`config.mk`:
```
export PLATFORM = sky130hd
export DESIGN_NAME = cmf_sqrt_cell
export DESIGN_NICKNAME = d
export VERILOG_FILES = /design/src/rtl/core/cmf_pkg.sv /design/src/rtl/core/cmf_sqrt_cell.sv
export SDC_FILE = /design/constraint.sdc
export NUM_CORES = 1
export LEC_CHECK = 0
export ABC_AREA = 0
export BUFFER_PORTS_ARGS = -buffer_cell sky130_fd_sc_hd__buf_2
export CORE_AREA = 2 2 191 193
export CTS_BUF_LIST = sky130_fd_sc_hd__clkbuf_4
export CTS_CLUSTER_DIAMETER = 150
export DETAILED_ROUTE_END_ITERATION = 6
export DIE_AREA = 0 0 193 195
export GPL_ROUTABILITY_DRIVEN = 0
export MAX_ROUTING_LAYER = met4
export PLACE_DENSITY = 0.67
export SLEW_MARGIN = 10
export SYNTH_ARGS = -nofsm -noshare
export SYNTH_HDL_FRONTEND = slang
export SYNTH_SLANG_ARGS = --single-unit
```
`constraint.sdc`:
```
create_clock -name clk -period 5.2 [get_ports clk]
set_clock_uncertainty 0.2 [all_clocks]
set_input_delay 1.56 -clock clk [delete_from_list [all_inputs] [get_ports clk]]
set_output_delay 1.56 -clock clk [all_outputs]
set_load 0.005 [all_outputs]
```
`src/rtl/core/cmf_pkg.sv`:
```
// package for the complex magnitude datapath: side-band struct, exponent type,
// special-value constants and the binary32 unpack helper
// no dependencies
`timescale 1ns / 1ps

package cmf_pkg;

  localparam logic [30:0] InfAbs   = 31'h7F800000;
  localparam logic [31:0] InfBits  = 32'h7F800000;
  localparam logic [31:0] QnanBits = 32'h7FC00000;
  localparam logic [31:0] ZeroBits = 32'h00000000;

  // quotient bits of the divider chain and root bits of the square-root chain
  localparam int DivSteps  = 56;
  localparam int SqrtSteps = 54;

  typedef logic signed [11:0] cmf_exp_t;

  // travels next to the arithmetic through every stage and cell before the output register
  typedef struct packed {
    logic        special;
    logic [31:0] special_bits;
    logic [23:0] big_man;
    cmf_exp_t    big_exp;
    cmf_exp_t    q_exp;
  } cmf_side_t;

  // value = man * 2^(exp - 23), man normalized to [2^23, 2^24)
  typedef struct packed {
    logic [23:0] man;
    cmf_exp_t    exp;
  } cmf_unpacked_t;

  function automatic cmf_unpacked_t cmf_unpack(input logic [30:0] a);
    cmf_unpacked_t u;
    logic [4:0]    lz;
    logic [23:0]   wide;
    lz = 5'd23;
    for (int i = 0; i < 23; i++) begin
      if (a[i]) lz = 5'(22 - i);
    end
    wide = {1'b0, a[22:0]} << (lz + 5'd1);
    if (a[30:23] != 8'd0) begin
      u.man = {1'b1, a[22:0]};
      u.exp = $signed({4'b0, a[30:23]}) - 12'sd127;
    end else begin
      // subnormal: normalize the fraction
      u.man = wide;
      u.exp = -12'sd127 - $signed({7'b0, lz});
    end
    return u;
  endfunction

endpackage

```
`src/rtl/core/cmf_sqrt_cell.sv`:
```
// one digit-by-digit square-root step, one root bit per cell
// depends on cmf_pkg
`timescale 1ns / 1ps

module cmf_sqrt_cell #(
  parameter int IDX = 53
) (
  input  logic               clk,
  input  logic               rst_n,
  input  logic               en,
  input  logic               v_in,
  input  cmf_pkg::cmf_side_t side_in,
  input  logic [53:0]        m_in,
  input  logic [57:0]        rem_in,
  input  logic [53:0]        root_in,
  output logic               v_out,
  output cmf_pkg::cmf_side_t side_out,
  output logic [53:0]        m_out,
  output logic [57:0]        rem_out,
  output logic [53:0]        root_out
);
  import cmf_pkg::*;

  localparam int K  = 2 * IDX - 54;
  localparam int KS = (K >= 0) ? K : 0;

  logic        v_r;
  cmf_side_t   side_r;
  logic [53:0] m_r;
  logic [57:0] rem_r;
  logic [57:0] rem_nxt;
  logic [53:0] root_r;
  logic [53:0] root_nxt;
  logic [1:0]  pair;
  logic [57:0] rem_sh;
  logic [57:0] trial;
  logic        ge;

  // below the radicand's lowest pair only zeros are brought down
  assign pair     = (K >= 0) ? 2'(m_in >> KS) : 2'b00;
  assign rem_sh   = {rem_in[55:0], pair};
  assign trial    = {2'b00, root_in, 2'b01};
  assign ge       = rem_sh >= trial;
  assign rem_nxt  = ge ? (rem_sh - trial) : rem_sh;
  assign root_nxt = {root_in[52:0], ge};

  always_ff @(posedge clk) begin
    if (!rst_n) begin
      v_r <= 1'b0;
    end else if (en) begin
      v_r <= v_in;
    end
  end

  always_ff @(posedge clk) begin
    if (en) begin
      side_r <= side_in;
      m_r    <= m_in;
      rem_r  <= rem_nxt;
      root_r <= root_nxt;
    end
  end

  assign v_out    = v_r;
  assign side_out = side_r;
  assign m_out    = m_r;
  assign rem_out  = rem_r;
  assign root_out = root_r;

endmodule
```
Word-level counts from Yosys, hierarchy flattened
Cells that the tools add are included.
- bits in registers: 248
- output and inout bits: 248
- word-level logic and storage cells: 12
- $add $sub $neg: 1
- $lt $le $gt $ge: 1
- mux-type cells: 1
- operator list (cell ; number):
    $ge A58 B56 Y1 ; 1
    $mux W58 ; 1
    $sub A58 B56 Y58 ; 1

Logic depth before layout (Yosys ltp)
- depth after elaboration: 2
- gate-level depth with buffers: 14
- gate-level depth less buffers: 12

Worst setup path after synthesis
No wires, ideal clock.
- kind: input-to-reg
- start: input root_in[50]
- end: register rem_r[14] (netlist: rem_out[14]), data pin
- setup time: 260 ps
- data arrival time: 3935 ps
- data required time: 4740 ps
- path slack: 805 ps
- cell stages on the path: 12
- buffers on the path: 3
- path through: inv_1 ha_1 clkbuf_1 nand4_1 nor4_1 nand3_1 nor4_1 or3_1 a311o_1 buf_2 buf_4 mux2_2
- cells in the longest elaborated chain, start to end: 2
- ends and longest elaborated chain (element ; RTL line ; text):
    start: declaration ; cmf_sqrt_cell.sv:15 ; input logic [53:0] root_in,
    $ge A58 B56 Y1 ; cmf_sqrt_cell.sv:43 ; assign ge = rem_sh >= trial;
    $mux W58 ; cmf_sqrt_cell.sv:44 ; assign rem_nxt = ge ? (rem_sh - trial) : rem_sh;
    named net rem_nxt[14] ; cmf_sqrt_cell.sv:31 ; logic [57:0] rem_nxt;
    end signal: assignment ; cmf_sqrt_cell.sv:59 ; rem_r <= rem_nxt;
    end: declaration ; cmf_sqrt_cell.sv:30 ; logic [57:0] rem_r;
The timed path passes the listed nets, and every way through them passes these cells.
A chain may end at the register's enable or synchronous reset.

Worst setup path after layout
- start: input root_in[16]
- end: register rem_r[43] (netlist: rem_out[43]), data pin
- cells in the longest elaborated chain, start to end: 2
- elaborated cells between the ends (all ways): 3
- ends and longest elaborated chain (element ; RTL line):
    $sub A58 B56 Y58 or $ge A58 B56 Y1 (tied branches) ; cmf_sqrt_cell.sv:44, cmf_sqrt_cell.sv:43
    $mux W58 * ; cmf_sqrt_cell.sv:44
    named net rem_nxt[43] ; cmf_sqrt_cell.sv:31
Mark *: on every way through the listed nets, which the timed path passes. The rest lies on a longest branch.

==> out/metrics.cfg <==
[layout]
layout-area-overhead-vs-synth_pct = 34.6
design.final.nets = 1780
final_layout_size_suffix_gt1_frac = 0.425
post-route-cell-area_mm2 = 0.0156

[worst_setup_path]
rr_worst_depth = 2
start_kind = input pin
crit_fanout = 8
critical_path.cell_chain = buf_2 -> inv_1 -> ha_1 -> a21oi_1 -> o21ai_0 -> a311oi_1 -> o21ai_0 -> o21ai_0 -> buf_4 -> a21oi_1 -> nor2_1 -> o31ai_1 -> xor2_1 -> mux2_2
critPathMaxStageDelay_ns = 0.45
timing.critical_path.to_type = flop
crit_slowest_cell = sky130_fd_sc_hd__a311oi_1
cp_arrival_ns = 4.67
worst-path-buf-inv = 3
worst_path_most_repeated_cell = sky130_fd_sc_hd__o21ai_0
cp_data_required_time_ns = 5.43
cpLargestDelayFamily = compound AO/OA/AOI/OAI gates
critical_path_class = in -> reg
path_depth = 14

[power_and_ir_drop]
sequentialPowerShare = 0.473
power_frac_comb = 0.185
share_clk_of_total_power = 0.341
power.leakage_nw = 7.05
p_int_w = 0.00383
netSwitchingPower_w = 0.00143
power_density_mw_per_mm2 = 336
power.share.switching = 0.272
ir_drop_mv = 0.235

[placement]
place_area_mm2 = 0.0148
dp_slack_ns = 0.0784
dp.final_hpwl_um = 29300
port_buffer_cells = 496

[grt]
global_route_wire_length_before_repair_um = 53400
gr-usage-all-layers = 0.193
grt_max_degree = 106
antenna_found_initial = 8
number_of_global_route_vias_before_repair = 9608
overflow = 0

[synth]
synth-edff-count = 247
synthTopCellsByArea = sky130_fd_sc_hd__edfxtp_1 (64%), sky130_fd_sc_hd__ha_1 (6.0%), sky130_fd_sc_hd__a21oi_1 (4.0%)
synth_ff_type = sky130_fd_sc_hd__edfxtp_1
syn-mean-instance-area_um2 = 12.8
synth_async_sr_flop_share = 0
synth_largest_type_area_fraction = 0.638
yosysUniqueCellTypes = 59
synth_seq_area_share = 0.640
syn-cell-area_mm2 = 0.0116
ys.warnings.count = 0
syn-instance-count = 910
synth_seq_cells = 248
leading_area_contributor_after_synthesis = sky130_fd_sc_hd__edfxtp_1
syn_nets = 1217

[die]
design.die.area_mm2 = 0.0376
rows = 69
top_level_ports = 499
die-width_um = 193
die_h_um = 195
floorplan.core_area_mm2 = 0.0354
initial_utilization = 0.328

[clock_tree]
number_of_clock_buffers_inserted_by_tritoncts = 71
cts-resized-gates = 0
post_cts_clock_slew_at_the_launch_and_capture_registers_of_the_worst_setup_and_hold_paths_ns = 0.06
numClockSinks = 248
clockBufferDepth = 3
cts-htree-levels = 3
cts_hold_buf = 0
tritoncts = yes
worst_skew_pair.late_latency_ns = 0.69
root_buffer = sky130_fd_sc_hd__clkbuf_4
post_cts.repair.setup_buffers = 0

[drt]
drc_errors_left = 0
drt_iter0_drc = 542
final_antenna_net_count = 0
num_vias = 9493
detail_route.wl_per_cell_um = 18.7
route.final.wire_length_um = 37200
drt_pass1_iterations = 5
post_drt_via_cell_ratio = 4.77

[sta]
timing_max_transition_violations_final = 0
achievable-frequency_mhz = 225
finalSetupViolations = 0
max_slew_margin = 0.452
timing.setup.tns_ns = 0
post-route-min-period_ns = 4.44
final.setup.worst_slack_ns = 0.763
worstMarginPinSlew_ns = 0.823
holdWs_ns = 0.355
finalHoldViolCount = 0
rsz0062_at_grt = false
min_period_over_period = 0.853

[hold_path]
hold_depth = 2
timing.hold.worst.class = reg -> reg

[flow_run]
maxCapViolCount = 0

[status]
run_status = finished, final reports clean

==> metrics by stage <==
stage / std cells / util / total power, W
3_5_place_dp: 1861 / 0.417 / 0.00350
5_1_grt: 1990 / 0.442 / 0.00555
3_3_place_gp: 1861 / 0.417 / 0.00349
2_1_floorplan: 910 / - / 0.00300
4_1_cts: 1982 / 0.441 / 0.00534
6_report: 1990 / 0.442 / 0.00526
==> metal layers <==
layer / up-vias / track usage / routed length (um) / part of all wire
met4: 0 / 0.0777 / 915 / 0.025
li1: 4581 / - / - / -
met1: 4468 / 0.219 / 14800 / 0.40
met5: - / - / 0 / 0
met2: 383 / 0.318 / 18300 / 0.49
met3: 61 / 0.0555 / 3060 / 0.082
==> kinds of logic after synthesis <==
| kind of cell | share of synthesized area |
|---|---|
| buffers and inverters | 0.0338 |
| AND/OR/NAND/NOR | 0.0833 |
| flip-flops | 0.640 |
| multiplexers | 0.0147 |
| AO/OA/AOI/OAI | 0.128 |
| XOR/XNOR | 0.0399 |
| adder cells (fa/ha/maj) | 0.0603 |
==> power groups by stage <==
stage               logic [W]  clock network [W]  registers [W]
finish               0.000975            0.00179        0.00249
global placement     0.000963                  0        0.00252
global route          0.00107            0.00197        0.00251
floorplan            0.000442                  0        0.00256
CTS                  0.000978            0.00187        0.00249
detailed placement   0.000973                  0        0.00253
==> final timing paths <==
kind                           end          startpoint  slack [ns]
min reg2reg     v_out$_SDFFE_PN0P_  v_out$_SDFFE_PN0P_        0.36
max reg2reg     v_out$_SDFFE_PN0P_  v_out$_SDFFE_PN0P_        4.38
max          rem_out[43]$_DFFE_PP_         root_in[16]        0.76
min             v_out$_SDFFE_PN0P_  v_out$_SDFFE_PN0P_        0.36
==> cell usage in the layout (no fill, tap or decap), types with 13 or more instances in the layout <==
| master | netlist | routed |
|---|---|---|
| sky130_fd_sc_hd__buf_2 | 14 | 495 |
| sky130_fd_sc_hd__edfxtp_1 | 247 | 247 |
| sky130_fd_sc_hd__clkbuf_4 | 0 | 96 |
| sky130_fd_sc_hd__a21oi_1 | 94 | 94 |
| sky130_fd_sc_hd__nor2_1 | 78 | 78 |
| sky130_fd_sc_hd__inv_1 | 68 | 68 |
| sky130_fd_sc_hd__ha_1 | 56 | 56 |
| sky130_fd_sc_hd__nand2_1 | 48 | 48 |
| sky130_fd_sc_hd__o21ai_0 | 38 | 38 |
| sky130_fd_sc_hd__a21o_1 | 37 | 37 |
| sky130_fd_sc_hd__xnor2_1 | 37 | 37 |
| sky130_fd_sc_hd__buf_4 | 1 | 18 |
| sky130_fd_sc_hd__clkinv_1 | 0 | 17 |
| sky130_fd_sc_hd__xor2_1 | 16 | 16 |
| sky130_fd_sc_hd__nand4_1 | 14 | 14 |
| sky130_fd_sc_hd__mux2_2 | 13 | 13 |
==> tightest hold or removal path: cells and delay by family, from the launching register on <==
family	cells	cell delay, ns
DFF	1	0.31
muxes	1	0.13
and+or+nand+nor	1	0.06
==> synth_stat cells, types with 6 or more instances <==
master and count:
sky130_fd_sc_hd__a21o_1 37, sky130_fd_sc_hd__a21oi_1 94, sky130_fd_sc_hd__a31oi_1 7, sky130_fd_sc_hd__and3_1 8, sky130_fd_sc_hd__buf_2 14, sky130_fd_sc_hd__clkbuf_1 10
sky130_fd_sc_hd__edfxtp_1 247, sky130_fd_sc_hd__ha_1 56, sky130_fd_sc_hd__inv_1 68, sky130_fd_sc_hd__mux2_2 13, sky130_fd_sc_hd__nand2_1 48, sky130_fd_sc_hd__nand3_1 12
sky130_fd_sc_hd__nand4_1 14, sky130_fd_sc_hd__nor2_1 78, sky130_fd_sc_hd__nor2b_1 12, sky130_fd_sc_hd__nor3_1 6, sky130_fd_sc_hd__nor4_1 10, sky130_fd_sc_hd__o21ai_0 38
sky130_fd_sc_hd__o21bai_1 10, sky130_fd_sc_hd__xnor2_1 37, sky130_fd_sc_hd__xor2_1 16
==> flip-flops by register name, summed over array words and instances, names as in the netlist <==
name and flops:
side_out 81, rem_out 58, m_out 54, root_out 54, v_out 1
==> layout make-up <==
cell class                 count  area [um2]
sequential                   248        7440
tap                          461         577
antenna                        8        20.0
inverter                      68         255
clock inverter                25         154
clock buffer                  96         721
timing repair buffer         517        2690
fill                        3379       19700
multi-input combinational    567        3800
No activity file was read; power rests on OpenSTA's default activity.
