[src/rtl/core/cmf_pkg.sv]
// package for the complex magnitude datapath: side-band struct, exponent type,
// special-value constants and the binary32 unpack helper
// no dependencies
`timescale 1ns / 1ps

package cmf_pkg;

  localparam logic [30:0] InfAbs   = 31'h7F800000;
  localparam logic [31:0] InfBits  = 32'h7F800000;
  localparam logic [31:0] QnanBits = 32'h7FC00000;
  localparam logic [31:0] ZeroBits = 32'h00000000;

  // quotient bits of the divider chain and root bits of the square-root chain
  localparam int DivSteps  = 56;
  localparam int SqrtSteps = 54;

  typedef logic signed [11:0] cmf_exp_t;

  // travels next to the arithmetic through every stage and cell before the output register
  typedef struct packed {
    logic        special;
    logic [31:0] special_bits;
    logic [23:0] big_man;
    cmf_exp_t    big_exp;
    cmf_exp_t    q_exp;
  } cmf_side_t;

  // value = man * 2^(exp - 23), man normalized to [2^23, 2^24)
  typedef struct packed {
    logic [23:0] man;
    cmf_exp_t    exp;
  } cmf_unpacked_t;

  function automatic cmf_unpacked_t cmf_unpack(input logic [30:0] a);
    cmf_unpacked_t u;
    logic [4:0]    lz;
    logic [23:0]   wide;
    lz = 5'd23;
    for (int i = 0; i < 23; i++) begin
      if (a[i]) lz = 5'(22 - i);
    end
    wide = {1'b0, a[22:0]} << (lz + 5'd1);
    if (a[30:23] != 8'd0) begin
      u.man = {1'b1, a[22:0]};
      u.exp = $signed({4'b0, a[30:23]}) - 12'sd127;
    end else begin
      // subnormal: normalize the fraction
      u.man = wide;
      u.exp = -12'sd127 - $signed({7'b0, lz});
    end
    return u;
  endfunction

endpackage

[src/rtl/core/cmf_div_cell.sv]
// one restoring-division step of the ratio small/big, one quotient bit per cell
// depends on cmf_pkg
`timescale 1ns / 1ps

module cmf_div_cell (
  input  logic                             clk,
  input  logic                             rst_n,
  input  logic                             en,
  input  logic                             v_in,
  input  cmf_pkg::cmf_side_t               side_in,
  input  logic [24:0]                      rem_in,
  input  logic [cmf_pkg::DivSteps-1:0]     quo_in,
  output logic                             v_out,
  output cmf_pkg::cmf_side_t               side_out,
  output logic [24:0]                      rem_out,
  output logic [cmf_pkg::DivSteps-1:0]     quo_out
);
  import cmf_pkg::*;

  logic                v_r;
  cmf_side_t           side_r;
  logic [24:0]         rem_r;
  logic [24:0]         rem_nxt;
  logic [DivSteps-1:0] quo_r;
  logic [DivSteps-1:0] quo_nxt;
  logic [24:0]         divisor;
  logic                ge;
  logic [24:0]         part;

  assign divisor = {1'b0, side_in.big_man};
  assign ge      = rem_in >= divisor;
  assign part    = ge ? (rem_in - divisor) : rem_in;
  // partial remainder stays below the divisor, so the shift cannot lose a bit
  assign rem_nxt = {part[23:0], 1'b0};
  assign quo_nxt = {quo_in[DivSteps-2:0], ge};

  always_ff @(posedge clk) begin
    if (!rst_n) begin
      v_r <= 1'b0;
    end else if (en) begin
      v_r <= v_in;
    end
  end

  always_ff @(posedge clk) begin
    if (en) begin
      side_r <= side_in;
      rem_r  <= rem_nxt;
      quo_r  <= quo_nxt;
    end
  end

  assign v_out    = v_r;
  assign side_out = side_r;
  assign rem_out  = rem_r;
  assign quo_out  = quo_r;

endmodule

[config.mk]
export PLATFORM = sky130hd
export DESIGN_NAME = cmf_div_cell
export DESIGN_NICKNAME = d
export VERILOG_FILES = /design/src/rtl/core/cmf_pkg.sv /design/src/rtl/core/cmf_div_cell.sv
export SDC_FILE = /design/constraint.sdc
export NUM_CORES = 1
export LEC_CHECK = 0
export ABC_AREA = 1
export CORE_MARGIN = 2
export CORE_UTILIZATION = 40
export CTS_BUF_LIST = sky130_fd_sc_hd__clkbuf_8 sky130_fd_sc_hd__clkbuf_16
export CTS_CLUSTER_DIAMETER = 60
export DETAILED_ROUTE_END_ITERATION = 10
export DONT_BUFFER_PORTS = 1
export GPL_TIMING_DRIVEN = 0
export PLACE_DENSITY = 0.51
export SLEW_MARGIN = 20
export SYNTH_ARGS = -nofsm -noshare
export SYNTH_HDL_FRONTEND = slang
export SYNTH_SLANG_ARGS = --single-unit
[constraint.sdc]
create_clock -name clk -period 3.25 [get_ports clk]
set_clock_uncertainty 0.1 [all_clocks]
set_input_delay 0.1625 -clock clk [delete_from_list [all_inputs] [get_ports clk]]
set_output_delay 0.1625 -clock clk [all_outputs]
set_load 0.01 [all_outputs]
Yosys cells after proc, flatten, opt, wreduce, memory -nomap -nowiden
Cells that the tools add are included.
Widths: inputs -> output; s select.
{ "totals": {"regBits": 162, "latch_bits": 0, "ram_bits": 0, "romBits": 0, "input_bits": 166, "output_inout_bits": 163, "elab_cells": 11, "n_memories": 0} }
{ "classes": {"n_addsub": 1, "mul": 0, "n_div": 0, "n_lt_le_gt_ge": 1, "n_eq_ne": 0, "n_shift": 0, "muxes": 1, "n_bitwise": 0, "reduce_logical": 0} }
{ "op_table": {"columns": ["cell", "count"], "rows": [
  ["$ge 25x24->1", 1],
  ["$mux 24", 1],
  ["$sub 24x24->24", 1]
]} }

Logic depth before layout (Yosys ltp)
Gate-level depths: netlist of the first run.
{ "depth": {"depth_word": 2, "ltp_mapped": 14, "depth_no_buf": 14} }

Least setup slack after synthesis of the first run
Ideal clock, no wire load.
{ "synth_path": {"kind": "input -> register", "from": "input side_in[35] in the netlist's numbering", "to": "register rem_r[21], in the netlist rem_out[21] (data pin)", "arrival_time_ps": 1513, "required_time_ps": 2897, "setup_slack_ps": 1384, "path_stages": 13, "path_buffers": 1, "cell_sequence": "inv_1 -> ha_1 -> nand2_1 -> inv_1 -> nand2_1 -> nand2_1 -> nand2_1 -> nand2_1 -> a21oi_4 -> nand3_4 -> buf_6 -> nand2_1 -> nand2_1"} }
{ "synth_via": {"elab_chain_len": 2} }
{ "synth_lines": {"columns": ["element", "line_no", "text"], "rows": [
  ["start, declared", "cmf_div_cell.sv:10", "input cmf_pkg::cmf_side_t side_in,"],
  ["$sub 24x24->24 or $ge 25x24->1 (tied branches)", "cmf_div_cell.sv:32, cmf_div_cell.sv:31", null],
  ["$mux 24 *", "cmf_div_cell.sv:32", "assign part = ge ? (rem_in - divisor) : rem_in;"],
  ["via part[20]", "cmf_div_cell.sv:28", "logic [24:0] part;"],
  ["end signal, assigned", "cmf_div_cell.sv:48", "rem_r <= rem_nxt;"],
  ["end, declared", "cmf_div_cell.sv:22", "logic [24:0] rem_r;"]
]} }
The timed path passes the listed nets; every way through them passes the cells marked *.
A chain may end at the register's enable or synchronous reset.

Worst setup path in the final report of the first run
Ends and elaborated chain as after synthesis.

==> results of run 1 <==
## report_power, final
group / leakage (nW) / switching (mW) / total (mW) / internal [mW]
logic: 2.34 / 0.307 / 0.579 / 0.272
registers: 1.58 / 0.187 / 2.71 / 2.53
clock network: 0.288 / 0.916 / 1.95 / 1.03
total: 4.21 / 1.41 / 5.24 / 3.83
## through the flow
| step | instances | utilization | total power, mW |
|---|---|---|---|
| detailed placement | 882 | 0.421 | 3.18 |
| global route | 1076 | 0.544 | 5.47 |
| global placement | 882 | 0.421 | 3.17 |
| CTS | 1076 | 0.544 | 5.31 |
| floorplan | 653 | - | 3.03 |
| finish | 1076 | 0.544 | 5.24 |
## layer usage
layer	vias to the layer above	part of all wire
met5	-	0
met4	0	0.026
li1	2518	-
met1	2366	0.38
met3	31	0.062
met2	222	0.53
## layout by cell type (no fill, tap or decap)
| master | count |
|---|---|
| sky130_fd_sc_hd__clkinv_4 | 1 |
| sky130_fd_sc_hd__buf_4 | 1 |
| sky130_fd_sc_hd__nor3_2 | 2 |
| sky130_fd_sc_hd__inv_8 | 6 |
| sky130_fd_sc_hd__buf_6 | 2 |
| sky130_fd_sc_hd__conb_1 | 1 |
| sky130_fd_sc_hd__nor3_4 | 1 |
| sky130_fd_sc_hd__xor2_1 | 10 |
| sky130_fd_sc_hd__a21oi_1 | 11 |
| sky130_fd_sc_hd__nand3b_1 | 1 |
| sky130_fd_sc_hd__inv_6 | 5 |
| sky130_fd_sc_hd__nor3_1 | 1 |
| sky130_fd_sc_hd__xnor2_1 | 1 |
| sky130_fd_sc_hd__a21oi_4 | 1 |
| sky130_fd_sc_hd__nand2_1 | 217 |
| sky130_fd_sc_hd__dlygate4sd3_1 | 162 |
| sky130_fd_sc_hd__nor4_1 | 1 |
| sky130_fd_sc_hd__clkbuf_16 | 17 |
| sky130_fd_sc_hd__nand3_1 | 26 |
| sky130_fd_sc_hd__buf_2 | 6 |
| sky130_fd_sc_hd__nand3_2 | 1 |
| sky130_fd_sc_hd__nor2_2 | 3 |
| sky130_fd_sc_hd__fa_1 | 1 |
| sky130_fd_sc_hd__clkinv_8 | 2 |
| sky130_fd_sc_hd__clkinv_1 | 1 |
| sky130_fd_sc_hd__inv_1 | 119 |
| sky130_fd_sc_hd__ha_1 | 24 |
| sky130_fd_sc_hd__o21ai_0 | 1 |
| sky130_fd_sc_hd__nand4_1 | 29 |
| sky130_fd_sc_hd__nor2_1 | 27 |
| sky130_fd_sc_hd__inv_2 | 1 |
| sky130_fd_sc_hd__dfxtp_1 | 1 |
| sky130_fd_sc_hd__edfxtp_1 | 161 |
| sky130_fd_sc_hd__o21a_1 | 1 |
| sky130_fd_sc_hd__nand3_4 | 2 |
## flip-flops by register name, indices dropped and copies added, names as in the netlist
register	cells
side_out	81
rem_out	24
v_out	1
quo_out	56
## cell families after synthesis
logic type / Yosys count / synth area share
simple gates: 311 / 0.187
buf+inv: 129 / 0.0707
compound gates: 14 / 0.0116
fa+ha+maj: 25 / 0.0444
xor+xnor: 11 / 0.0134
flops: 162 / 0.673
other cells: 1 / 0.000520
## critical path, delay by kind of cell
kind | cells | cell delay [ns]
buffers and inverters | 3 | 0.28
AND/OR/NAND/NOR | 8 | 0.84
adder cells (fa/ha/maj) | 1 | 0.34
AO/OA/AOI/OAI | 1 | 0.27
## area by class of cell
cell class	count	area, um2	share of cell area
inverters	120	450	0.0464
flip-flops and latches	162	4850	0.500
repair buffers	162	1620	0.167
plain buffers	9	60.1	0.00619
clock buffers	17	425	0.0438
multi-input cells	362	1850	0.191
clock inverters	15	156	0.0161
well taps	229	287	0.0295
## worst paths after layout
| check | start | end | slack [ns] | depth (start not counted) |
|---|---|---|---|---|
| max | side_in[35] | rem_out[21]$_DFFE_PP_ | 1.46 | 13 |
| min | en | side_out[45]$_DFFE_PP_ | -0.26 | 0 |
| max reg2reg | v_out$_SDFFE_PN0P_ | v_out$_SDFFE_PN0P_ | 1.89 | 3 |
| min reg2reg | v_out$_SDFFE_PN0P_ | v_out$_SDFFE_PN0P_ | 1.08 | 3 |
==> reports/qor.log, run 1 <==
[clock_network] H-tree depth 4
[global_routing] met2 demand-to-capacity share in global routing 0.374
[timing] Setup-failing EPs final 0
[setup_path] biggest cell delay along the critical path 0.34 ns
[clock_network] Resize count post-CTS 0
[logic_synthesis] top-area cell type share of the netlist area 0.670
[setup_path] type of the worst setup path in -> reg
[place] post-placement setup slack 0.950 ns
[drt] DR iter-0 viols 256
[logic_synthesis] most frequently used cell type in the post-synthesis netlist sky130_fd_sc_hd__nand2_1
[final_layout] share of layout cells above drive strength 1 0.0602
[clock_network] Skew-Pair Late Insertion Delay 0.42 ns
[logic_synthesis] Area contributors post-synth sky130_fd_sc_hd__edfxtp_1 67%, sky130_fd_sc_hd__nand2_1 11%, sky130_fd_sc_hd__inv_1 6.2%, sky130_fd_sc_hd__ha_1 4.2%, sky130_fd_sc_hd__nand4_1 2.5%
[final_layout] post-route design area 9710 um2
[setup_path] arrival time worst endpoint 1.88 ns
[logic_synthesis] post-synth net total 844
[drt] routed vias/inst 4.77
[logic_synthesis] most instantiated flip-flop cell in the synthesis netlist sky130_fd_sc_hd__edfxtp_1
[setup_path] highest-delay cell along the critical path sky130_fd_sc_hd__ha_1
[final_layout] fin nets 1025
[floorplan] IO Pins 329
[global_routing] via count of the first global-routing pass 5374
[final_layout] antenna diode count 0
[floorplan] vertical die dimension 138 um
[setup_path] most used cell along the critical path sky130_fd_sc_hd__nand2_1
[power] peak supply drop 331 uV
[place] Post-DP Area 7500 um2
[drt] DRC errors left 0
[clock_network] clock input transition at the sequential cells of the worst setup and hold paths 0.07 ns
[drt] routed wirelength normalized by instance count 18.5 um
[global_routing] maximum number of pins on one net before global-route repair 164
[power] Pwr per Cell Area 540 nW/um2
[floorplan] starting utilization of the core area 0.404
[global_routing] total routing usage reported by global routing 0.206
[floorplan] number of standard-cell rows in the floorplan 49
[logic_synthesis] ranking of synthesized cells by instance count 217 x sky130_fd_sc_hd__nand2_1, 161 x sky130_fd_sc_hd__edfxtp_1, 119 x sky130_fd_sc_hd__inv_1
[logic_synthesis] proportion of synthesized chip area in sequential cells 0.673
[logic_synthesis] number of distinct library cells after synthesis 28
[status] status finished, violations left
[global_routing] wire length of the first global-routing pass 30400 um
[setup_path] critical-path cell list inv_1, ha_1, nand2_1, inv_1, nand2_1, nand2_1, nand2_1, nand2_1, a21oi_4, nand3_4, buf_6, nand2_1, nand2_1
[drt] Detail Route Antenna Nets 0
[timing] final-report max-slew violation count 0
[flow_run] max cap viols 0
[clock_network] number of buffers on the longest clock path 2
[logic_synthesis] Post-synth EDFFs 161
[logic_synthesis] Async SR Flop Fraction 0
[logic_synthesis] FF+latch count, synth 162
[timing] total negative slack for setup checks 0 ns
[setup_path] required time worst endpoint 3.34 ns
[clock_network] post-cts hold buffer count 162
[global_routing] fraction of met1 tracks used by global routing 0.224
[timing] number of failing hold endpoints at the final stage 136
[status] failing checks hold timing
[clock_network] post-CTS setup buffer count 0
[drt] final wirelength 19900 um
[global_routing] GR Layer Usage met3 0.0565
[setup_path] largest fanout on the critical path 10
[setup_path] critical path capture point type flip-flop
[place] Placer Congestion 0.834
[drt] number of detailed-routing iterations run before antenna repair 4
[logic_synthesis] Post-Synthesis Mean Instance Area 11.1 um2
[timing] worst setup slack after layout 1.46 ns
[logic_synthesis] netlist area before placement 7220 um2
[final_layout] area overhead of the layout relative to synthesis 34.5%
[timing] shortest clock period the worst path allows after layout 1.79 ns
[logic_synthesis] area leader, netlist sky130_fd_sc_hd__edfxtp_1
[clock_network] CTS Root Buffer Type sky130_fd_sc_hd__clkbuf_16
[clock_network] clock sink total 162
[global_routing] initial antenna violation count 0
[floorplan] floorplan die width 138 um
[place] IO Port Bufs 0
[clock_network] clock tree from TritonCTS done
[place] Detail Placement HPWL 14300 um
[logic_synthesis] Post-Synthesis Cells 653
[hold_path] type of the worst min-delay path in -> reg
[drt] routed vias 5137
[final_layout] Fillers 1607
[timing] final period utilization 0.552
[global_routing] global routing's busiest layer met2
[timing] worst hold slack -0.258 ns
[clock_network] number of buffers added by the clock tree synthesis step 17
[timing] setup repair after global routing missed its margin no
[power] Pleak 4.21 nW
[logic_synthesis] count of synthesis-stage warnings from yosys 0
[floorplan] Core Footprint 17800 um2
[global_routing] overflow left after global routing 0
[setup_path] type of origin of the critical path input port
[timing] Max Freq 557 MHz
[floorplan] DIE AREA 19100 um2
Power figures use the tool's default switching activity.
==> run 2: changes to the inputs <==
- ABC_AREA: 1 -> 0
- clock period: 3.25 -> 1.8 ns (I/O delays scaled with it)
==> reports/qor.log, run 2 <==
[logic_synthesis] netlist area before placement 6780 um2 [was 7220 um2]
[logic_synthesis] most frequently used cell type in the post-synthesis netlist sky130_fd_sc_hd__edfxtp_1 [was sky130_fd_sc_hd__nand2_1]
[place] post-placement setup slack -0.852 ns [was 0.950 ns]
[logic_synthesis] FF+latch count, synth 162 [unchanged]
[logic_synthesis] Area contributors post-synth sky130_fd_sc_hd__edfxtp_1 71%, sky130_fd_sc_hd__ha_1 4.4%, sky130_fd_sc_hd__a21oi_1 2.1%, sky130_fd_sc_hd__inv_1 1.8%, sky130_fd_sc_hd__mux2_2 1.3% [was sky130_fd_sc_hd__edfxtp_1 67%, sky130_fd_sc_hd__nand2_1 11%, sky130_fd_sc_hd__inv_1 6.2%, sky130_fd_sc_hd__ha_1 4.2%, sky130_fd_sc_hd__nand4_1 2.5%]
[logic_synthesis] Post-Synthesis Mean Instance Area 15.4 um2 [was 11.1 um2]
[logic_synthesis] ranking of synthesized cells by instance count 161 x sky130_fd_sc_hd__edfxtp_1, 33 x sky130_fd_sc_hd__inv_1, 29 x sky130_fd_sc_hd__a21oi_1 [was 217 x sky130_fd_sc_hd__nand2_1, 161 x sky130_fd_sc_hd__edfxtp_1, 119 x sky130_fd_sc_hd__inv_1]
[logic_synthesis] number of distinct library cells after synthesis 58 [was 28]
[place] Placer Congestion 0.878 [was 0.834]
[clock_network] number of buffers added by the clock tree synthesis step 17 [unchanged]
[logic_synthesis] post-synth net total 632 [was 844]
[logic_synthesis] Post-synth EDFFs 161 [unchanged]
[logic_synthesis] most instantiated flip-flop cell in the synthesis netlist sky130_fd_sc_hd__edfxtp_1 [unchanged]
[logic_synthesis] area leader, netlist sky130_fd_sc_hd__edfxtp_1 [unchanged]
[clock_network] post-CTS setup buffer count 13 [was 0]
[logic_synthesis] top-area cell type share of the netlist area 0.713 [was 0.670]
[logic_synthesis] count of synthesis-stage warnings from yosys 0 [unchanged]
[clock_network] H-tree depth 4 [unchanged]
[floorplan] vertical die dimension 134 um [was 138 um]
[logic_synthesis] proportion of synthesized chip area in sequential cells 0.716 [was 0.673]
[clock_network] post-cts hold buffer count 142 [was 162]
[floorplan] starting utilization of the core area 0.409 [was 0.404]
[place] Detail Placement HPWL 12800 um [was 14300 um]
[floorplan] number of standard-cell rows in the floorplan 47 [was 49]
[clock_network] CTS Root Buffer Type sky130_fd_sc_hd__clkbuf_16 [unchanged]
[floorplan] floorplan die width 134 um [was 138 um]
[clock_network] clock sink total 162 [unchanged]
[floorplan] IO Pins 329 [unchanged]
[status] stop err [ERROR RSZ-0060] Max buffer count reached.
[clock_network] number of buffers on the longest clock path 2 [unchanged]
[status] Failed at clock tree synthesis
[status] status stopped before the end [was finished, violations left]
[place] IO Port Bufs 0 [unchanged]
[logic_synthesis] Async SR Flop Fraction 0 [unchanged]
[logic_synthesis] Post-Synthesis Cells 441 [was 653]
[clock_network] Resize count post-CTS 41 [was 0]
==> run 2: cell count changes after synthesis, moves of 8 or more <==
cell                      before  now
sky130_fd_sc_hd__nand2_1     217   16
sky130_fd_sc_hd__inv_1       119   33
sky130_fd_sc_hd__nand4_1      29    4
sky130_fd_sc_hd__a21oi_1      11   29
sky130_fd_sc_hd__nor2_1       27   14
sky130_fd_sc_hd__nor3_1        1   14
sky130_fd_sc_hd__nand3_1      26   15
sky130_fd_sc_hd__o21ai_0       1   12
sky130_fd_sc_hd__mux2_2        0    8
sky130_fd_sc_hd__o21a_1        1    9
==> run 2: cells by family after synthesis <==
kind of cell | after synthesis | synth area share
and+or+nand+nor | 94 | 0.0755
buffers and inverters | 44 | 0.0292
xor gates and xnor gates | 10 | 0.0129
muxes | 12 | 0.0214
other | 1 | 0.000553
adders and majority gates | 25 | 0.0472
AOI/OAI and AO/OA | 93 | 0.0973
DFF | 162 | 0.716
==> run 2: per-stage QoR <==
step                      hold slack, ns  utilization  std cells  cell area [um2]
after detailed placement          0.0889        0.439        661             7280
after global placement            0.0889        0.439        661             7280
after floorplan                   0.0889            -        441             7000
==> run 3: changes to the inputs <==
- CORE_UTILIZATION: 40 -> 25
- CTS_BUF_LIST: sky130_fd_sc_hd__clkbuf_8 sky130_fd_sc_hd__clkbuf_16 -> unset
- CTS_CLUSTER_DIAMETER: 60 -> unset
- PLACE_DENSITY: 0.51 -> unset
- PLACE_DENSITY_LB_ADDON: unset -> 0.15
==> reports/qor.log, run 3 <==
[power] power share of the sequential group 0.495
[logic_synthesis] Async SR Flop Fraction 0 [unchanged]
[final_layout] fin nets 844
[floorplan] floorplan die width 169 um [was 134 um]
[power] internal power 7.31 mW
[final_layout] highest-count cells in the layout ignoring fill and taps 161 x sky130_fd_sc_hd__dlygate4sd3_1, 161 x sky130_fd_sc_hd__edfxtp_1, 36 x sky130_fd_sc_hd__buf_4
[logic_synthesis] Post-synth EDFFs 161 [unchanged]
[drt] final wirelength 21900 um
[timing] final-report max-slew violation count 0
[power] Pwr per Cell Area 970 nW/um2
[final_layout] max FFs per register 81
[timing] shortest clock period the worst path allows after layout 1.88 ns
[final_layout] register area 4850 um2
[floorplan] IO Pins 329 [unchanged]
[place] Post-DP Area 7440 um2 [was 7280 um2]
[timing] Setup-failing EPs final 12
[clock_network] clock input transition at the sequential cells of the worst setup and hold paths 0.07 ns
[place] Placer Congestion 0.786 [was 0.878]
[logic_synthesis] count of synthesis-stage warnings from yosys 0 [unchanged]
[clock_network] post-cts hold buffer count 161 [was 142]
[global_routing] wire length of the first global-routing pass 31300 um
[status] status finished, violations left [was stopped before the end]
[power] switching power summed over all nets 2.63 mW
[setup_path] type of the worst setup path in -> reg
[drt] number of detailed-routing iterations run before antenna repair 4
[drt] routed wirelength normalized by instance count 21.8 um
[setup_path] reg-to-reg setup timing slack 0.51 ns
[logic_synthesis] number of distinct library cells after synthesis 58 [unchanged]
[global_routing] total routing usage reported by global routing 0.150
[final_layout] Fillers 2511
[global_routing] maximum number of pins on one net before global-route repair 163
[timing] number of failing hold endpoints at the final stage 163
[hold_path] type of the worst min-delay path in -> reg
[timing] final period utilization 1.04
[flow_run] max cap viols 0
[timing] setup repair after global routing missed its margin yes
[final_layout] post-route design area 10200 um2
[status] failing checks hold timing, setup timing
[floorplan] DIE AREA 28500 um2
[power] peak supply drop 556 uV
[final_layout] area taken by multi-input logic gates 2240 um2
[logic_synthesis] area leader, netlist sky130_fd_sc_hd__edfxtp_1 [unchanged]
[timing] Max transition margin 0.624
[setup_path] arrival time worst endpoint 1.94 ns
[floorplan] Core Footprint 26800 um2
[final_layout] area overhead of the layout relative to synthesis 51.1%
[power] proportion of total power due to net switching 0.265
[power] part of the total power dissipated in combinational logic 0.133
[clock_network] CTS Root Buffer Type sky130_fd_sc_hd__clkbuf_16 [unchanged]
[place] post-placement setup slack -0.931 ns [was -0.852 ns]
[timing] worst setup slack after layout -0.0806 ns
[clock_network] number of buffers on the longest clock path 2 [unchanged]
[final_layout] share of layout cells above drive strength 1 0.248
[floorplan] starting utilization of the core area 0.253 [was 0.409]
[floorplan] number of standard-cell rows in the floorplan 60 [was 47]
[logic_synthesis] FF+latch count, synth 162 [unchanged]
[drt] Detail Route Antenna Nets 0
[global_routing] initial antenna violation count 0
[clock_network] clock tree from TritonCTS done
[logic_synthesis] Post-Synthesis Cells 441 [unchanged]
[global_routing] via count of the first global-routing pass 4892
[logic_synthesis] most frequently used cell type in the post-synthesis netlist sky130_fd_sc_hd__edfxtp_1 [unchanged]
[setup_path] critical path capture point type flip-flop
[timing] worst hold slack -0.324 ns
[clock_network] Skew-Pair Late Insertion Delay 0.41 ns
[floorplan] vertical die dimension 169 um [was 134 um]
[drt] routed vias/inst 4.59
[global_routing] overflow left after global routing 0
[final_layout] antenna diode count 0
[clock_network] number of buffers added by the clock tree synthesis step 17 [unchanged]
[clock_network] clock sink total 162 [unchanged]
[place] Detail Placement HPWL 14700 um [was 12800 um]
[logic_synthesis] Area contributors post-synth sky130_fd_sc_hd__edfxtp_1 71%, sky130_fd_sc_hd__ha_1 4.4%, sky130_fd_sc_hd__a21oi_1 2.1%, sky130_fd_sc_hd__inv_1 1.8%, sky130_fd_sc_hd__mux2_2 1.3% [unchanged]
[setup_path] type of origin of the critical path input port
[timing] Worst Tran Pin Value 0.558 ns
[power] Pleak 3.68 nW
[power] Clock Power Share 0.372
[place] IO Port Bufs 0 [unchanged]
[logic_synthesis] Post-Synthesis Mean Instance Area 15.4 um2 [unchanged]
[clock_network] H-tree depth 4 [unchanged]
[setup_path] required time worst endpoint 1.86 ns
[setup_path] largest fanout on the critical path 7
[drt] routed vias 4626
[logic_synthesis] post-synth net total 632 [unchanged]
[logic_synthesis] ranking of synthesized cells by instance count 161 x sky130_fd_sc_hd__edfxtp_1, 33 x sky130_fd_sc_hd__inv_1, 29 x sky130_fd_sc_hd__a21oi_1 [unchanged]
[timing] Max Freq 532 MHz
[logic_synthesis] top-area cell type share of the netlist area 0.713 [unchanged]
[drt] DR iter-0 viols 265
[drt] DRC errors left 0
[logic_synthesis] proportion of synthesized chip area in sequential cells 0.716 [unchanged]
[logic_synthesis] netlist area before placement 6780 um2 [unchanged]
[logic_synthesis] most instantiated flip-flop cell in the synthesis netlist sky130_fd_sc_hd__edfxtp_1 [unchanged]
-- run 3: final timing paths --
path | start | to | cells after the start
max | side_in[28] | rem_out[13]$_DFFE_PP_ | 10
min | side_in[24] | side_out[24]$_DFFE_PP_ | 0
max reg2reg | v_out$_SDFFE_PN0P_ | v_out$_SDFFE_PN0P_ | 3
min reg2reg | v_out$_SDFFE_PN0P_ | v_out$_SDFFE_PN0P_ | 3
-- run 3: area by class of cell --
type / instances / share of cell area
clock inverters: 14 / 0.0165
flip-flops and latches: 162 / 0.474
repair inverters: 1 / 0.00110
inverters: 34 / 0.0151
clock buffers: 18 / 0.0419
plain buffers: 4 / 0.00488
repair buffers: 198 / 0.186
well taps: 341 / 0.0416
multi-input cells: 235 / 0.219
-- run 3: stage by stage --
step                      power, mW  hold WS (ns)  utilization  std cells  setup TNS, ns
after floorplan                5.53        0.0889            -        441          -7.42
after global placement         5.83        0.0889        0.277        782         -22.59
after detailed placement       5.81        0.0889        0.278        783         -17.94
after CTS                      10.1        -0.352        0.379       1003         -0.154
after global routing           10.4        -0.357        0.382       1007         -0.801
final                          9.94        -0.324        0.382       1007         -0.532
-- run 3: power by group through the flow --
| stage | clock [mW] | combinational [mW] | sequential (mW) |
|---|---|---|---|
| detailed placement | 0 | 0.797 | 5.02 |
| global placement | 0 | 0.803 | 5.02 |
| finish | 3.70 | 1.32 | 4.93 |
| global route | 4.00 | 1.44 | 4.96 |
| CTS | 3.83 | 1.30 | 4.94 |
| floorplan | 0 | 0.625 | 4.90 |
-- run 3: critical path: stages --
cell and delay [ns]:
sky130_fd_sc_hd__inv_8 0.01, sky130_fd_sc_hd__ha_4 0.24, sky130_fd_sc_hd__a21o_4 0.21, sky130_fd_sc_hd__a31oi_4 0.23
sky130_fd_sc_hd__a21oi_4 0.12, sky130_fd_sc_hd__o311a_4 0.36, sky130_fd_sc_hd__nor2_8 0.17, sky130_fd_sc_hd__inv_8 0.06
sky130_fd_sc_hd__buf_12 0.14, sky130_fd_sc_hd__mux2_4 0.29
-- run 3: repair_timing --
action	CTS	global route
pin swaps	20	17
gates cloned	1	0
gates resized for setup	57	15
hold endpoints to repair	322	163
buffers inserted	28	8
endpoints found under the setup margin	25	23
-- run 3: logic make-up after synthesis --
logic type	after synthesis	share of synthesized area
buffers and inverters	44	0.0292
other	1	0.000553
adder cells (fa/ha/maj)	25	0.0472
multiplexers	12	0.0214
XOR/XNOR	10	0.0129
flip-flops	162	0.716
AND/OR/NAND/NOR	94	0.0755
AO/OA/AOI/OAI	93	0.0973
-- run 3: layer usage --
layer,routed length (um),track usage,share of wire,vias to the layer above
met5,0,0,0,-
met1,8120,0.163,0.37,2270
met4,518,0.0502,0.024,0
met2,11600,0.274,0.53,212
met3,1670,0.0507,0.076,20
li1,-,-,-,2124
==> run 4: changes to the inputs <==
- CORE_UTILIZATION: 25 -> 45
==> reports/qor.log, run 4 <==
[floorplan] vertical die dimension 127 um [was 169 um]
[status] Failed at clock tree synthesis
[logic_synthesis] most instantiated flip-flop cell in the synthesis netlist sky130_fd_sc_hd__edfxtp_1 [unchanged]
[logic_synthesis] Post-synth EDFFs 161 [unchanged]
[floorplan] IO Pins 329 [unchanged]
[logic_synthesis] number of distinct library cells after synthesis 58 [unchanged]
[logic_synthesis] proportion of synthesized chip area in sequential cells 0.716 [unchanged]
[logic_synthesis] Async SR Flop Fraction 0 [unchanged]
[clock_network] clock sink total 162 [unchanged]
[logic_synthesis] most frequently used cell type in the post-synthesis netlist sky130_fd_sc_hd__edfxtp_1 [unchanged]
[place] Placer Congestion 0.847 [was 0.786]
[clock_network] H-tree depth 4 [unchanged]
[floorplan] starting utilization of the core area 0.463 [was 0.253]
[logic_synthesis] Area contributors post-synth sky130_fd_sc_hd__edfxtp_1 71%, sky130_fd_sc_hd__ha_1 4.4%, sky130_fd_sc_hd__a21oi_1 2.1%, sky130_fd_sc_hd__inv_1 1.8%, sky130_fd_sc_hd__mux2_2 1.3% [unchanged]
[floorplan] floorplan die width 127 um [was 169 um]
[status] status stopped before the end [was finished, violations left]
[logic_synthesis] FF+latch count, synth 162 [unchanged]
[logic_synthesis] area leader, netlist sky130_fd_sc_hd__edfxtp_1 [unchanged]
[logic_synthesis] Post-Synthesis Cells 441 [unchanged]
[place] Detail Placement HPWL 12200 um [was 14700 um]
[logic_synthesis] top-area cell type share of the netlist area 0.713 [unchanged]
[floorplan] number of standard-cell rows in the floorplan 44 [was 60]
[clock_network] CTS Root Buffer Type sky130_fd_sc_hd__clkbuf_16 [unchanged]
[clock_network] number of buffers on the longest clock path 2 [unchanged]
[status] stop err [ERROR RSZ-0060] Max buffer count reached.
[logic_synthesis] Post-Synthesis Mean Instance Area 15.4 um2 [unchanged]
[logic_synthesis] count of synthesis-stage warnings from yosys 0 [unchanged]
[clock_network] post-cts hold buffer count 138 [was 161]
[logic_synthesis] post-synth net total 632 [unchanged]
[place] IO Port Bufs 0 [unchanged]
[logic_synthesis] ranking of synthesized cells by instance count 161 x sky130_fd_sc_hd__edfxtp_1, 33 x sky130_fd_sc_hd__inv_1, 29 x sky130_fd_sc_hd__a21oi_1 [unchanged]
[logic_synthesis] netlist area before placement 6780 um2 [unchanged]
[clock_network] Resize count post-CTS 43 [was 57]
[clock_network] number of buffers added by the clock tree synthesis step 17 [unchanged]
[clock_network] post-CTS setup buffer count 31 [was 28]
[run 4: cell counts after synthesis]
No cell type changed its count.
[run 4: logic make-up after synthesis]
family	synth area share
adder cells (fa/ha/maj)	0.0472
multiplexers	0.0214
buffers and inverters	0.0292
AND/OR/NAND/NOR	0.0755
XOR/XNOR	0.0129
other	0.000553
AO/OA/AOI/OAI	0.0973
flip-flops	0.716
[run 4: stage by stage]
| stage | std cells | hold WS [ns] | setup WS (ns) | utilization | instance area [um2] |
|---|---|---|---|---|---|
| after floorplan | 441 | 0.0889 | -0.478 | - | 7000 |
| after global placement | 625 | 0.0889 | -0.942 | 0.494 | 7230 |
| after detailed placement | 625 | 0.0889 | -0.852 | 0.494 | 7240 |
